<file path="src/hw/rtl/owrs_pkg.sv">
package owrs_pkg;

    typedef enum logic [1:0] {
        REQ_FIRST    = 2'd0,
        REQ_NEXT     = 2'd1,
        REQ_RESET_ST = 2'd2,
        REQ_TRIP_ST  = 2'd3
    } req_t;

    typedef enum logic [2:0] {
        KIND_BUS_RESET = 3'd0,
        KIND_WRITE     = 3'd1,
        KIND_TRIPLET   = 3'd2,
        KIND_ROM       = 3'd3,
        KIND_DONE      = 3'd4
    } kind_t;

    typedef enum logic [1:0] {
        PH_IDLE  = 2'd0,
        PH_RESET = 2'd1,
        PH_TRIP  = 2'd2
    } phase_t;

    typedef enum logic [2:0] {
        RUN_FAIL  = 3'd0,
        RUN_RESET = 3'd1,
        RUN_CMD   = 3'd2,
        RUN_TRIP  = 3'd3,
        RUN_ROM   = 3'd4
    } run_t;

    typedef struct packed {
        run_t       run;
        logic       dir;
        logic [3:0] fam;
    } desc_t;

    localparam logic [7:0] CRC_POLY     = 8'h8C;
    localparam logic [7:0] CMD_DEFAULT  = 8'hF0;
    localparam logic [6:0] BIT_END      = 7'd65;
    localparam logic [6:0] FAMILY_LIMIT = 7'd9;
    localparam logic [3:0] DONE_BEAT    = 4'd8;

    localparam int ST_PRESENCE = 1;
    localparam int ST_ID       = 5;
    localparam int ST_CMP      = 6;
    localparam int ST_DIR      = 7;

    function automatic logic [7:0] crc8_byte(input logic [7:0] d);
        logic [7:0] c;
        c = d;
        for (int i = 0; i < 8; i++) begin
            c = c[0] ? ((c >> 1) ^ CRC_POLY) : (c >> 1);
        end
        return c;
    endfunction

endpackage

</file>
<file path="src/hw/rtl/owrs_step.sv">
module owrs_step (
    input  logic                 clk,
    input  logic                 rst_n,
    input  logic                 in_valid,
    output logic                 in_ready,
    input  logic [1:0]           req_type,
    input  logic [7:0]           status_byte,
    input  logic                 emit_free,
    output logic                 load,
    output owrs_pkg::desc_t      desc,
    output logic [63:0]          rom
);
    import owrs_pkg::*;

    logic        in_full_reg;
    logic [1:0]  req_reg;
    logic [7:0]  status_reg;

    logic [63:0] rom_reg, rom_next;
    logic [6:0]  ld_reg, ld_next;
    logic [3:0]  lfd_reg, lfd_next;
    logic        ldseen_reg, ldseen_next;
    logic [6:0]  pos_reg, pos_next;
    logic [6:0]  lz_reg, lz_next;
    logic [7:0]  crc_reg, crc_next;
    phase_t      phase_reg, phase_next;

    logic        fire;
    logic        idb, cmp, dirb, zero_taken;
    logic [6:0]  pm, pos_inc, lz_t;
    logic [3:0]  lfd_t;
    logic [63:0] rom_new;
    logic [7:0]  byte_new, crc_new;

    function automatic logic choose_dir(input logic [6:0] p, input logic [6:0] ld,
                                        input logic [63:0] r);
        logic [6:0] q;
        q = p - 7'd1;
        if (p < ld) begin
            return r[q[5:0]];
        end
        return (p == ld);
    endfunction

    assign fire     = in_full_reg && emit_free;
    assign in_ready = !in_full_reg || fire;
    assign rom      = rom_reg;

    always_ff @(posedge clk or negedge rst_n) begin
        if (!rst_n) begin
            in_full_reg <= 1'b0;
        end
        else if (in_ready) begin
            in_full_reg <= in_valid;
        end
    end

    always_ff @(posedge clk) begin
        if (in_valid && in_ready) begin
            req_reg    <= req_type;
            status_reg <= status_byte;
        end
    end

    always_ff @(posedge clk or negedge rst_n) begin
        if (!rst_n) begin
            rom_reg    <= '0;
            ld_reg     <= '0;
            lfd_reg    <= '0;
            ldseen_reg <= 1'b0;
            pos_reg    <= 7'd1;
            lz_reg     <= '0;
            crc_reg    <= '0;
            phase_reg  <= PH_IDLE;
        end
        else begin
            rom_reg    <= rom_next;
            ld_reg     <= ld_next;
            lfd_reg    <= lfd_next;
            ldseen_reg <= ldseen_next;
            pos_reg    <= pos_next;
            lz_reg     <= lz_next;
            crc_reg    <= crc_next;
            phase_reg  <= phase_next;
        end
    end

    always_comb begin
        idb        = status_reg[ST_ID];
        cmp        = status_reg[ST_CMP];
        dirb       = status_reg[ST_DIR];
        zero_taken = !idb && !cmp && !dirb;
        pm         = pos_reg - 7'd1;
        pos_inc    = pos_reg + 7'd1;
        lz_t       = zero_taken ? pos_reg : lz_reg;
        lfd_t      = (zero_taken && (pos_reg < FAMILY_LIMIT)) ? pos_reg[3:0] : lfd_reg;
        rom_new    = rom_reg;
        rom_new[pm[5:0]] = dirb;
        byte_new   = rom_new[{pm[5:3], 3'b000} +: 8];
        crc_new    = (pm[2:0] == 3'd7) ? crc8_byte(crc_reg ^ byte_new) : crc_reg;

        rom_next    = rom_reg;
        ld_next     = ld_reg;
        lfd_next    = lfd_reg;
        ldseen_next = ldseen_reg;
        pos_next    = pos_reg;
        lz_next     = lz_reg;
        crc_next    = crc_reg;
        phase_next  = phase_reg;
        load        = 1'b0;
        desc.run    = RUN_FAIL;
        desc.dir    = 1'b0;

        if (fire) begin
            case (req_t'(req_reg))
                REQ_FIRST, REQ_NEXT: begin
                    if (req_t'(req_reg) == REQ_FIRST) begin
                        ld_next     = '0;
                        lfd_next    = '0;
                        ldseen_next = 1'b0;
                    end
                    pos_next = 7'd1;
                    lz_next  = '0;
                    crc_next = '0;
                    load     = 1'b1;
                    if (req_t'(req_reg) == REQ_NEXT && ldseen_reg) begin
                        ld_next     = '0;
                        lfd_next    = '0;
                        ldseen_next = 1'b0;
                        phase_next  = PH_IDLE;
                        desc.run    = RUN_FAIL;
                    end
                    else begin
                        phase_next = PH_RESET;
                        desc.run   = RUN_RESET;
                    end
                end
                REQ_RESET_ST: begin
                    if (phase_reg == PH_RESET) begin
                        load = 1'b1;
                        if (!status_reg[ST_PRESENCE]) begin
                            ld_next     = '0;
                            lfd_next    = '0;
                            ldseen_next = 1'b0;
                            phase_next  = PH_IDLE;
                            desc.run    = RUN_FAIL;
                        end
                        else begin
                            phase_next = PH_TRIP;
                            desc.run   = RUN_CMD;
                            desc.dir   = choose_dir(pos_reg, ld_reg, rom_reg);
                        end
                    end
                end
                REQ_TRIP_ST: begin
                    if (phase_reg == PH_TRIP) begin
                        load = 1'b1;
                        if (idb && cmp) begin
                            ld_next     = '0;
                            lfd_next    = '0;
                            ldseen_next = 1'b0;
                            phase_next  = PH_IDLE;
                            desc.run    = RUN_FAIL;
                        end
                        else begin
                            lz_next  = lz_t;
                            lfd_next = lfd_t;
                            rom_next = rom_new;
                            crc_next = crc_new;
                            pos_next = pos_inc;
                            if (pos_inc >= BIT_END) begin
                                phase_next = PH_IDLE;
                                if (crc_new != 8'd0 || rom_new[7:0] == 8'd0) begin
                                    ld_next     = '0;
                                    lfd_next    = '0;
                                    ldseen_next = 1'b0;
                                    desc.run    = RUN_FAIL;
                                end
                                else begin
                                    ld_next = lz_t;
                                    if (lz_t == 7'd0) begin
                                        ldseen_next = 1'b1;
                                    end
                                    desc.run = RUN_ROM;
                                end
                            end
                            else begin
                                desc.run = RUN_TRIP;
                                desc.dir = choose_dir(pos_inc, ld_reg, rom_new);
                            end
                        end
                    end
                end
                default: begin
                    load = 1'b0;
                end
            endcase
        end
        desc.fam = lfd_next;
    end

    assert property (@(posedge clk) disable iff (!rst_n)
        ldseen_reg |-> (ld_reg == 7'd0))
        else $error("last device flag set with a pending discrepancy");

    assert property (@(posedge clk) disable iff (!rst_n)
        (phase_reg == PH_TRIP) |-> (pos_reg >= 7'd1 && pos_reg < BIT_END))
        else $error("bit position out of range during triplets");

    assert property (@(posedge clk) disable iff (!rst_n)
        {3'b000, lfd_reg} < FAMILY_LIMIT)
        else $error("family discrepancy outside the family byte");

endmodule

</file>
<file path="src/hw/rtl/owrs_emit.sv">
module owrs_emit (
    input  logic                 clk,
    input  logic                 rst_n,
    input  logic                 cfg_we,
    input  logic [7:0]           cfg_wdata,
    input  logic                 load,
    input  owrs_pkg::desc_t      desc,
    input  logic [63:0]          rom,
    output logic                 emit_free,
    output logic                 out_valid,
    input  logic                 out_ready,
    output logic [2:0]           out_kind,
    output logic [7:0]           out_byte,
    output logic                 triplet_direction,
    output logic                 found,
    output logic [3:0]           family_discrepancy,
    output logic                 last_of_run
);
    import owrs_pkg::*;

    logic        valid_reg;
    desc_t       desc_reg;
    logic [3:0]  cnt_reg;
    logic [7:0]  cmd_reg;
    kind_t       kind;
    logic        last_beat;

    always_ff @(posedge clk or negedge rst_n) begin
        if (!rst_n) begin
            cmd_reg <= CMD_DEFAULT;
        end
        else if (cfg_we) begin
            cmd_reg <= cfg_wdata;
        end
    end

    always_ff @(posedge clk or negedge rst_n) begin
        if (!rst_n) begin
            valid_reg <= 1'b0;
            cnt_reg   <= '0;
        end
        else if (load) begin
            valid_reg <= 1'b1;
            cnt_reg   <= '0;
        end
        else if (valid_reg && out_ready) begin
            if (last_beat) begin
                valid_reg <= 1'b0;
                cnt_reg   <= '0;
            end
            else begin
                cnt_reg <= cnt_reg + 4'd1;
            end
        end
    end

    always_ff @(posedge clk) begin
        if (load) begin
            desc_reg <= desc;
        end
    end

    always_comb begin
        kind              = KIND_DONE;
        out_byte          = 8'd0;
        triplet_direction = 1'b0;
        found             = 1'b0;
        last_beat         = 1'b1;
        case (desc_reg.run)
            RUN_FAIL: begin
                kind = KIND_DONE;
            end
            RUN_RESET: begin
                kind = KIND_BUS_RESET;
            end
            RUN_CMD: begin
                if (cnt_reg == 4'd0) begin
                    kind      = KIND_WRITE;
                    out_byte  = cmd_reg;
                    last_beat = 1'b0;
                end
                else begin
                    kind              = KIND_TRIPLET;
                    triplet_direction = desc_reg.dir;
                end
            end
            RUN_TRIP: begin
                kind              = KIND_TRIPLET;
                triplet_direction = desc_reg.dir;
            end
            RUN_ROM: begin
                if (cnt_reg == DONE_BEAT) begin
                    kind  = KIND_DONE;
                    found = 1'b1;
                end
                else begin
                    kind      = KIND_ROM;
                    out_byte  = rom[{cnt_reg[2:0], 3'b000} +: 8];
                    last_beat = 1'b0;
                end
            end
            default: begin
                kind = KIND_DONE;
            end
        endcase
    end

    assign emit_free          = !valid_reg || (out_ready && last_beat);
    assign out_valid          = valid_reg;
    assign out_kind           = kind;
    assign family_discrepancy = desc_reg.fam;
    assign last_of_run        = last_beat;

    assert property (@(posedge clk) disable iff (!rst_n)
        cnt_reg <= DONE_BEAT)
        else $error("beat counter past the done beat");

    assert property (@(posedge clk) disable iff (!rst_n)
        !valid_reg |-> (cnt_reg == 4'd0))
        else $error("beat counter not cleared while empty");

    assert property (@(posedge clk) disable iff (!rst_n)
        (valid_reg && desc_reg.run != RUN_ROM) |-> (cnt_reg <= 4'd1))
        else $error("short run went past its second beat");

endmodule

</file>
<file path="src/hw/rtl/onewire_rom_search_engine_unit.sv">
// One-Wire ROM search controller. Each request beat (start, bus reset status or triplet status)
// is captured in an input register, applied to the search state when the result register is free,
// and turned into a run of one to nine result beats held in a result register: a bus reset, a
// command byte and the first triplet, a next triplet, the eight ROM bytes followed by done, or a
// lone done on failure. One-beat requests flow at one per cycle while out_ready is high; a request
// that produces several beats holds the input side until its last beat is taken, since the result
// register sends one beat per cycle while out_ready is high. Wrong-phase status beats are dropped.
module onewire_rom_search_engine_unit (
    input  logic        clk,
    input  logic        rst_n,
    input  logic        cfg_we,
    input  logic [7:0]  cfg_wdata,
    input  logic        in_valid,
    output logic        in_ready,
    input  logic [1:0]  req_type,
    input  logic [7:0]  status_byte,
    output logic        out_valid,
    input  logic        out_ready,
    output logic [2:0]  out_kind,
    output logic [7:0]  out_byte,
    output logic        triplet_direction,
    output logic        found,
    output logic [3:0]  family_discrepancy,
    output logic        last_of_run
);
    import owrs_pkg::*;

    logic        emit_free;
    logic        load;
    desc_t       desc;
    logic [63:0] rom;

    owrs_step u_step (
        .clk         (clk),
        .rst_n       (rst_n),
        .in_valid    (in_valid),
        .in_ready    (in_ready),
        .req_type    (req_type),
        .status_byte (status_byte),
        .emit_free   (emit_free),
        .load        (load),
        .desc        (desc),
        .rom         (rom)
    );

    owrs_emit u_emit (
        .clk                (clk),
        .rst_n              (rst_n),
        .cfg_we             (cfg_we),
        .cfg_wdata          (cfg_wdata),
        .load               (load),
        .desc               (desc),
        .rom                (rom),
        .emit_free          (emit_free),
        .out_valid          (out_valid),
        .out_ready          (out_ready),
        .out_kind           (out_kind),
        .out_byte           (out_byte),
        .triplet_direction  (triplet_direction),
        .found              (found),
        .family_discrepancy (family_discrepancy),
        .last_of_run        (last_of_run)
    );

endmodule
</file>
<file path="config.mk">
export PLATFORM = sky130hd
export DESIGN_NAME = onewire_rom_search_engine_unit
export DESIGN_NICKNAME = d
export VERILOG_FILES = /design/src/hw/rtl/owrs_pkg.sv /design/src/hw/rtl/owrs_step.sv /design/src/hw/rtl/owrs_emit.sv /design/src/hw/rtl/onewire_rom_search_engine_unit.sv
export SDC_FILE = /design/constraint.sdc
export NUM_CORES = 1
export LEC_CHECK = 0
export BUFFER_PORTS_ARGS = -buffer_cell sky130_fd_sc_hd__buf_2
export CAP_MARGIN = 20
export CELL_PAD_IN_SITES_DETAIL_PLACEMENT = 0
export CELL_PAD_IN_SITES_GLOBAL_PLACEMENT = 1
export CORE_MARGIN = 2
export CORE_UTILIZATION = 45
export DETAILED_ROUTE_END_ITERATION = 6
export HOLD_SLACK_MARGIN = 0.1
export PLACE_DENSITY_LB_ADDON = 0.1
export SYNTH_ARGS = -nofsm -noshare
export SYNTH_HDL_FRONTEND = slang
export SYNTH_SLANG_ARGS = --single-unit
</file>
<file path="constraint.sdc">
create_clock -name clk -period 4.15 [get_ports clk]
set_input_delay 0.2075 -clock clk [delete_from_list [all_inputs] [get_ports clk]]
set_output_delay 0.2075 -clock clk [all_outputs]
set_load 0.03 [all_outputs]
</file>
After elaboration in Yosys (flattened, before gate mapping)
Index checks and enable logic that the tools add are counted.
- bits in registers: 132
- muxes and demuxes: 112
- equal/unequal tests: 20
- order comparisons: 7
- add/subtract/negate cells: 4
- reduce and logical (&&, ||, !) cells: 33
- bitwise operators: 10
- shift-type cells: 2
- operators by type and width (cell ; count):
    variable part select 64 x 7 -> 8 bit ; 2
    2-to-1 mux 8 bit ; 13
    2-to-1 mux 7 bit ; 13
    bitwise mux 64 bit ; 1
    2-to-1 mux 4 bit ; 15
    2-to-1 mux 1 bit ; 42
    case mux 8 bit (2 select lines) ; 2
    case mux 7 bit (2 select lines) ; 2
    inverter 2 -> 3 bit ; 8
    case mux 7 bit (3 select lines) ; 1
    == test 7 bit ; 2
    < comparator 6 x 7 -> 1 bit, second input constant ; 2
    < comparator 7 bit ; 2
    2-to-1 mux 2 bit ; 7
    binary-select mux 1 bit (select 6 bit) ; 2
    2-to-1 mux 3 bit ; 4
    case mux 3 bit (4 select lines) ; 1
    case mux 4 bit (3 select lines) ; 1
    AND reduction 4 bit ; 3
    subtractor 6 x 1 -> 6 bit, second input constant ; 2
    logical AND 1 bit ; 10
    case mux 3 bit (3 select lines) ; 1
    logical NOT 8 bit ; 1
    nonzero test 8 bit ; 1
    31 further kinds ; 50

Logic depth before layout (Yosys ltp)
Gate-level depths: netlist of the first run.
- word-level depth: 33
- mapped depth: 18
- depth with buffers taken out: 15

By module
From an unflattened synthesis of the first run, not the netlist that was laid out.
- cells, all modules: 961
- area total of the unflattened synthesis: 9107.5 um^2
- by module, submodules not included (module ; sequential area each (um^2) ; cells each ; area an instance (um^2) ; instances):
    owrs_step ; 2708.8 ; 825 ; 7563.5 ; 1
    owrs_emit ; 570.5 ; 136 ; 1544.0 ; 1

Least setup slack after synthesis of the first run
No wires, ideal clock.
- kind: flip-flop to flip-flop
- from: register u_step.pos_reg[0]
- to: register u_step.ld_reg[0]
- path buffers: 4
- slack: -0.335 ns
- data required time: 4.046 ns
- stages on the path, launching flop included: 19
- arrival time: 4.382 ns
- period minus slack after synthesis: 4.485 ns
- library setup time: 0.104 ns
- path through: dfstp_2 > buf_2 > buf_2 > inv_1 > ha_1 > buf_2 > o21ba_2 > o211ai_1 > and2_1 > buf_2 > a2111oi_0 > and4bb_1 > xnor2_2 > xnor3_2 > xnor2_1 > mux2i_1 > nor4b_4 > nand2_4 > o41ai_2
- cells in the longest elaborated chain, start to end: 27
- elaborated cells between the ends (all ways): 40
- classes of those cells: add/sub (2); order compare (3); eq/ne (2); shift (1); mux (18); bitwise (9); reduce/logical (5)
- RTL lines (item ; RTL line ; source):
    start: declaration ; owrs_step.sv:23 ; logic [6:0] pos_reg, pos_next;
    start signal: assignment ; owrs_step.sv:81 ; pos_reg <= pos_next;
    subtractor 6 x 1 -> 6 bit ; owrs_step.sv:93 ; pm = pos_reg - 7'd1;
    < comparator 6 x 7 -> 1 bit (not written as such) or >= comparator 6 x 1 -> 1 bit (tied branches) ; owrs_step.sv:98 ; rom_new[pm[5:0]] = dirb;
    logical AND 1 bit (not written as such) ; owrs_step.sv:98 ;
    2-to-1 mux 1 bit (not written as such) ; owrs_step.sv:98 ;
    demux 1 bit (select 6 bit) ; n/a ;
    bitwise mux 64 bit ; owrs_step.sv:98 ;
    variable part select 64 x 7 -> 8 bit ; owrs_step.sv:99 ; byte_new = rom_new[{pm[5:3], 3'b000} +: 8];
    XOR 8 bit ; owrs_step.sv:100 ; crc_new = (pm[2:0] == 3'd7) ? crc8_byte(crc_reg ^ byte_new) : crc_reg;
    [11 not listed] ; n/a ;
    2-to-1 mux 8 bit ; owrs_step.sv:100 ;
    nonzero test 8 bit ; owrs_step.sv:173 ; if (crc_new != 8'd0 || rom_new[7:0] == 8'd0) begin
    logical OR 1 bit ; owrs_step.sv:173 ;
    2-to-1 mux 7 bit ; owrs_step.sv:173 ;
    2-to-1 mux 7 bit ; owrs_step.sv:171 ; if (pos_inc >= BIT_END) begin
    2-to-1 mux 7 bit ; owrs_step.sv:158 ; if (idb && cmp) begin
    2-to-1 mux 7 bit ; owrs_step.sv:156 ; if (phase_reg == PH_TRIP) begin
    case mux 7 bit (3 select lines) ; owrs_step.sv:115 ; case (req_t'(req_reg))
    end signal: assignment ; owrs_step.sv:78 ; ld_reg <= ld_next;
    end: declaration ; owrs_step.sv:20 ; logic [6:0] ld_reg, ld_next;
Several ways; a longest one is shown, not always the timed one. The select of a mux whose other input is x is not followed.
A chain may end at the register's enable or synchronous reset.

Worst setup path in the final report of the first run
- from: register u_step.pos_reg[0]
- to: register u_step.ld_reg[2]
Same word-level chain as after synthesis.

==> metrics.cfg, run 1 <==
[routing]
finalWirelength_mm=35.05
avgRoutedWirePerCell_um=24.51
drc=0
ant_nets=0
num_vias=9117
first_iter_violations=938
drt_pass1_iterations=5
viasPerCell=6.376

[finish]
largest_register_ffs=64
area_growth_pct=23.63
num-nets-final=1184
drive_gt1_share_pct=30.74
antenna_cells=0
layout_common_cells=buf_4, dfrtp_1, o21ai_0, nand2_1, nor2_1
stdcell_area_sq_um=12030
fill_cells=1867
layout_commonest_cell=buf_4

[timing]
slew_headroom_pct=58.17
timing.fmax_mhz=238.4
fin_crit_ns=4.195
tightest_slew_ns=0.6275
hold_violations=0
min_period_over_period_pct=101.1
final_max_slew_viol_count=0
setup_violations=6
timing.hold.ws_ns=0.1934
clock_skew_ns=0.02376
rsz0062_at_grt=yes
worst_slack_ns=-0.04500

[critical_path]
slowest_delay_ns=0.49
path_delay_family=simple AND/OR/NAND/NOR gates
critPathBufInv=3
setup.worst_path.end_class=flip-flop
arrival_ns=4.52
start_kind=flip-flop
crit_fanout=8
path_class=flip-flop to flip-flop
cp_slowest_cell=or4_4
required_ns=4.48
path_cells=buf_8, or4_4, buf_12, nand2_2, mux2_2, o32ai_2, and4bb_2, xnor2_2, xnor3_2, xnor2_2, mux2i_1, nor4b_4, buf_6, nand2_8, o41ai_2
cpMostUsedCell=xnor2_2

[clocking]
numCtsBuffers=17
cts_buffer_depth=2
insertion_delay_ns=0.44
htreeDepth=4
cts_tree=built
ctsRootBufferMaster=clkbuf_16
cts.sink_count=128
clk_pin_slew_ns=0.07

[power]
peakVddDrop_mv=0.3030
p_leak_nw=5.012
power_density_nw_per_um2=536.2

[worst_hold_path]
holdCritPathClass=primary input to flip-flop

[synthesis]
ys_async_sr_fraction_pct=89.06
ys_warn_count=0
synth_edf_count=14
synth_top_area_share_pct=28.04
syn-num-nets=1059
yosysSeqAreaShare_pct=33.71
yosys.area.top_type=dfrtp_1
ys_seq_elements=128
yosys_most_used_dff=dfrtp_1
post_synth.cell_area_avg_sq_um=9.565
yosys-top-cells-area=dfrtp_1, mux4_2, o21ai_0, edfxtp_1, o31ai_1
synth.distinct_cells=91
netlist_instances=1017
syn-cell-area_sq_um=9728

[die]
dieArea_sq_um=22810
num_rows=53
core_area_sq_um=21090
die_h_um=151.0
ioPinCount=43
fp.dieW_um=151.0
start_util_pct=46.13

[global_route]
overflow=0
grt_max_degree=59
groute.usage.overall_pct=31.80
grt_pass1_vias=8815
antenna_found_initial=0
grtUsageMet1_pct=43.31
use_met3_pct=6.205
grt_first_pass_wirelength_mm=53.91
grt-busiest-layer=met2
use_met2_pct=50.16

[placed_design]
io_buffers=38
placed_area_sq_um=10880
hpwlAfterDp_mm=25.54
gp_congestion=0.9720

[run_status]
run_status=finished with violations
violations=negative setup slack

[run]
maxCapViolations=0

==> per-stage QoR <==
step	instances	power [mW]	setup TNS [ns]	util (%)	setup WS (ns)
after detailed placement	1364	4.631	-2.113	51.60	-0.2102
after CTS	1421	6.261	0	55.73	0.004481
after global placement	1364	4.612	-0.3390	51.60	-0.06186
after floorplan	1017	3.442	0	-	0.0005378
final	1430	6.448	-0.1594	57.03	-0.04500
after global routing	1430	6.772	-2.905	57.03	-0.2639
==> synthesized netlist by cell type (12+ instances only) <==
| master | count |
|---|---|
| xnor2_1 | 14 |
| nand2_1 | 87 |
| ha_1 | 19 |
| o31ai_1 | 55 |
| nor3_1 | 21 |
| edfxtp_1 | 14 |
| nand3_1 | 25 |
| mux2i_1 | 36 |
| clkbuf_1 | 59 |
| dfrtp_1 | 109 |
| mux2_2 | 20 |
| inv_1 | 21 |
| nor2_1 | 70 |
| and2_1 | 13 |
| a21oi_1 | 46 |
| or3_1 | 12 |
| nand2b_1 | 12 |
| o21ai_0 | 103 |
| mux4_2 | 44 |
| a22o_1 | 16 |
==> per-layer routing <==
layer | vias to the layer above | part of all wire [%]
met5 | - | 0
met3 | 113 | 8.5
met2 | 419 | 46
met1 | 4447 | 42
met4 | 0 | 4.1
li1 | 4138 | -
==> area by class of cell <==
cell class	instances	area, sq um	area share (%)
clock buffers	20	446.7	3.714
clock inverters	12	133.9	1.113
inverters	23	88.84	0.7387
multi-input cells	784	6299	52.37
flip-flops and latches	128	3279	27.27
well taps	275	344.1	2.861
repair buffers	188	1435	11.93
==> final timing paths <==
kind / cells after the start / start / endpoint / slack (ns)
worst max-delay path: 15 / u_step.pos_reg[0]$_DFFE_PN1P_ / u_step.ld_reg[2]$_DFFE_PN0P_ / -0.04
worst min-delay path: 2 / cfg_we / u_emit.cmd_reg[0]$_DFFE_PN0P_ / 0.19
worst max register to register: 15 / u_step.pos_reg[0]$_DFFE_PN1P_ / u_step.ld_reg[2]$_DFFE_PN0P_ / -0.04
worst min register to register: 2 / u_step.ld_reg[6]$_DFFE_PN0P_ / u_step.ld_reg[6]$_DFFE_PN0P_ / 0.48
max in group asynchronous: 3 / rst_n / u_step.rom[22]$_DFFE_PN0P_ / 2.93
min in group asynchronous: 2 / rst_n / u_emit.cmd_reg[1]$_DFFE_PN0P_ / 0.29
==> kinds of logic (layout without fill, tap and decap cells) <==
kind of cell	after synthesis	count (layout)	share of synthesized area [%]
AO/OA/AOI/OAI	329	329	23.45
AND/OR/NAND/NOR	305	306	16.28
flip-flops	128	128	33.71
buffers and inverters	106	243	4.553
multiplexers	100	100	16.21
XOR/XNOR	30	30	3.357
adder cells (fa/ha/maj)	19	19	2.444
==> power by group <==
| part | switching, mW | leakage (nW) | total (mW) | internal [mW] |
|---|---|---|---|---|
| combinational | 1.91 | 3.04 | 3.51 | 1.60 |
| sequential | 0.0771 | 1.69 | 1.43 | 1.35 |
| clock | 0.609 | 0.281 | 1.51 | 0.903 |
==> what timing repair did <==
| action | 4_1_cts | 5_1_grt |
|---|---|---|
| setup buffers | 7 | 10 |
| hold buffers | 17 | 0 |
| gates cloned | 1 | 0 |
| resized for setup | 10 | 42 |
| pin swaps | 6 | 18 |
| endpoints found under the hold margin | 51 | 0 |
| setup endpoints to repair | 17 | 19 |
Note: power is estimated with default switching activity, not from simulation.
==> inputs of run 2 (changes only) <==
--- a/config.mk
+++ b/config.mk
@@ -12,3 +12,3 @@
 export CORE_MARGIN = 2
-export CORE_UTILIZATION = 45
+export CORE_UTILIZATION = 40
 export DETAILED_ROUTE_END_ITERATION = 6
==> constraint.sdc (replaced) <==
create_clock -name clk -period 4.15 [get_ports clk]
set_input_delay 0.6225 -clock clk [delete_from_list [all_inputs] [get_ports clk]]
set_output_delay 0.6225 -clock clk [all_outputs]
set_load 0.005 [all_outputs]
==> run 2 against run 1 <==
  * The flow now finishes without violations
  * Clock power is essentially flat
  * Global-route usage is 3.4 points lower
  * Register-to-register slack better by 0.09 ns
  * Core utilization fell by 5.8 points
  * Design area increased by 2.7%
  * Clock skew decreased by 0.013 ns
  * Die area grew 12%
  * Combinational power up 4%
  * Clock-buffer cell count did not move
  * Critical endpoint is now u_emit.family_discrepancy[3]$_DFFE_PP_
  * Largest power group unchanged
  * Highest routed layer is now met5
==> metrics.cfg, run 2 (synthesized netlist as in run 1, its figures left out) <==
[run_status]
run_status=complete, no violations

[timing]
final_max_slew_viol_count=0
timing.fmax_mhz=243.9
tns_ns=0
clock_skew_ns=0.01092
min_period_over_period_pct=98.81
fin_crit_ns=4.101
slew_headroom_pct=47.03
hold_violations=0
setup_violations=0
rsz0062_at_grt=yes
tightest_slew_ns=0.7946

[clocking]
insertion_delay_ns=0.44
clk_pin_slew_ns=0.06
cts_buffer_depth=2
cts.sink_count=128
ctsRootBufferMaster=clkbuf_16
cts_hold_buf=0
cts_tree=built
htreeDepth=4
numCtsBuffers=17

[critical_path]
cpMostUsedCell=buf_4
cp_slowest_cell=or4_4
path_cells=buf_4, or4_4, or3_1, nand2_1, buf_4, o21ai_0, buf_4, or3_1, o211a_2, buf_4, xnor2_2, xnor2_2, mux2i_2, o32ai_4, buf_12, nand2_4, o21bai_4
r2r_start=u_step.pos_reg[0]$_DFFE_PN1P_
setup.worst_path.end_class=flip-flop
required_ns=4.33
crit_fanout=7
arrival_ns=4.28
start_kind=flip-flop
path_class=flip-flop to flip-flop
slowest_delay_ns=0.56
r2r-end=u_emit.family_discrepancy[3]$_DFFE_PP_
ff2ff_path_depth=17
regToRegSetupSlack_ns=0.05

[die]
dieArea_sq_um=25580
die_h_um=160.0
start_util_pct=40.36
num_rows=57
fp.dieW_um=160.0
core_area_sq_um=24110
ioPinCount=43

[finish]
antenna_cells=0
finish.utilization_pct=51.24
num-nets-final=1199
layout_common_cells=buf_4, dfrtp_1, o21ai_0, nand2_1, nor2_1
stdcell_area_sq_um=12350
layout_commonest_cell=buf_4
largest_register_ffs=64
drive_gt1_share_pct=33.93
fill_cells=2303
area_growth_pct=26.96

[placed_design]
io_buffers=38
gp_congestion=0.9588
hpwlAfterDp_mm=26.54
placed_area_sq_um=11140

[global_route]
overflow=0
groute.usage.overall_pct=28.43
grt_pass1_vias=8762
antenna_found_initial=0
grt_first_pass_wirelength_mm=54.93
grt_max_degree=60

[routing]
viasPerCell=6.090
avgRoutedWirePerCell_um=24.30
num_vias=9099
first_iter_violations=805
ant_nets=0
drc=0
drt_pass1_iterations=6
finalWirelength_mm=36.31

[worst_hold_path]
holdCritPathClass=primary input to asynchronous set/reset pin

[power]
p_leak_nw=5.217
peakVddDrop_mv=0.2453
power_density_nw_per_um2=534.8

[run]
maxCapViolations=0

-- run 2: metal layers --
metal	track usage, %	vias up	share of wire (%)
met5	2.462	-	0.25
met4	8.681	2	2.6
met3	6.052	59	6.1
met2	44.82	318	47
met1	39.25	4557	44
li1	-	4163	-
-- run 2: what timing repair did --
item                                    CTS  global route
gates resized for setup                   7            74
cloned                                    0             1
pin swaps                                 0            18
hold endpoints to repair                  0             0
endpoints found under the setup margin   14            18
buffers inserted                          0            19
-- run 2: per-stage QoR --
stage,hold WS [ns],cells,worst slack [ns],power (mW)
after floorplan,0.3269,1017,0.0005378,3.360
after global placement,0.4656,1442,-0.08238,4.652
after detailed placement,0.4633,1442,-0.08610,4.644
after CTS,0.2853,1474,0.01133,6.233
after global routing,0.3218,1494,-0.09990,6.925
final,0.2556,1494,0.04948,6.605
-- run 2: worst max path at each step --
stage                                              from  slack [ns]                                endpoint
after floorplan           u_step.pos_reg[0]$_DFFE_PN1P_      0.0005  u_emit.family_discrepancy[3]$_DFFE_PP_
after global placement    u_step.pos_reg[0]$_DFFE_PN1P_       -0.08  u_emit.family_discrepancy[3]$_DFFE_PP_
after detailed placement  u_step.pos_reg[0]$_DFFE_PN1P_       -0.09  u_emit.family_discrepancy[3]$_DFFE_PP_
after CTS                 u_step.pos_reg[0]$_DFFE_PN1P_        0.01  u_emit.family_discrepancy[3]$_DFFE_PP_
after global routing      u_step.pos_reg[0]$_DFFE_PN1P_        -0.1  u_emit.family_discrepancy[3]$_DFFE_PP_
final                     u_step.pos_reg[0]$_DFFE_PN1P_        0.05  u_emit.family_discrepancy[3]$_DFFE_PP_
-- run 2: layout make-up --
class | count | area [sq um] | share of cell area, %
Multi-Input combinational cell | 784 | 6454 | 52.25
Sequential cell | 128 | 3281 | 26.56
Timing Repair Buffer | 203 | 1531 | 12.40
Clock buffer | 20 | 456.7 | 3.698
Tap cell | 324 | 405.4 | 3.282
Clock inverter | 12 | 133.9 | 1.084
Inverter | 23 | 88.84 | 0.7193
-- run 2: critical path: cells and delay by family (launching register included) --
family | cells | cell delay, ns
mux | 1 | 0.30
simple gates | 5 | 1.50
xor+xnor | 2 | 0.35
buf+inv | 5 | 0.79
flops | 1 | 0.38
compound gates | 4 | 0.52
-- run 2: report_power, final --
part / internal [mW] / switching [mW] / total (mW)
logic: 1.71 / 1.93 / 3.64
clock network: 0.919 / 0.623 / 1.54
registers: 1.35 / 0.0723 / 1.42
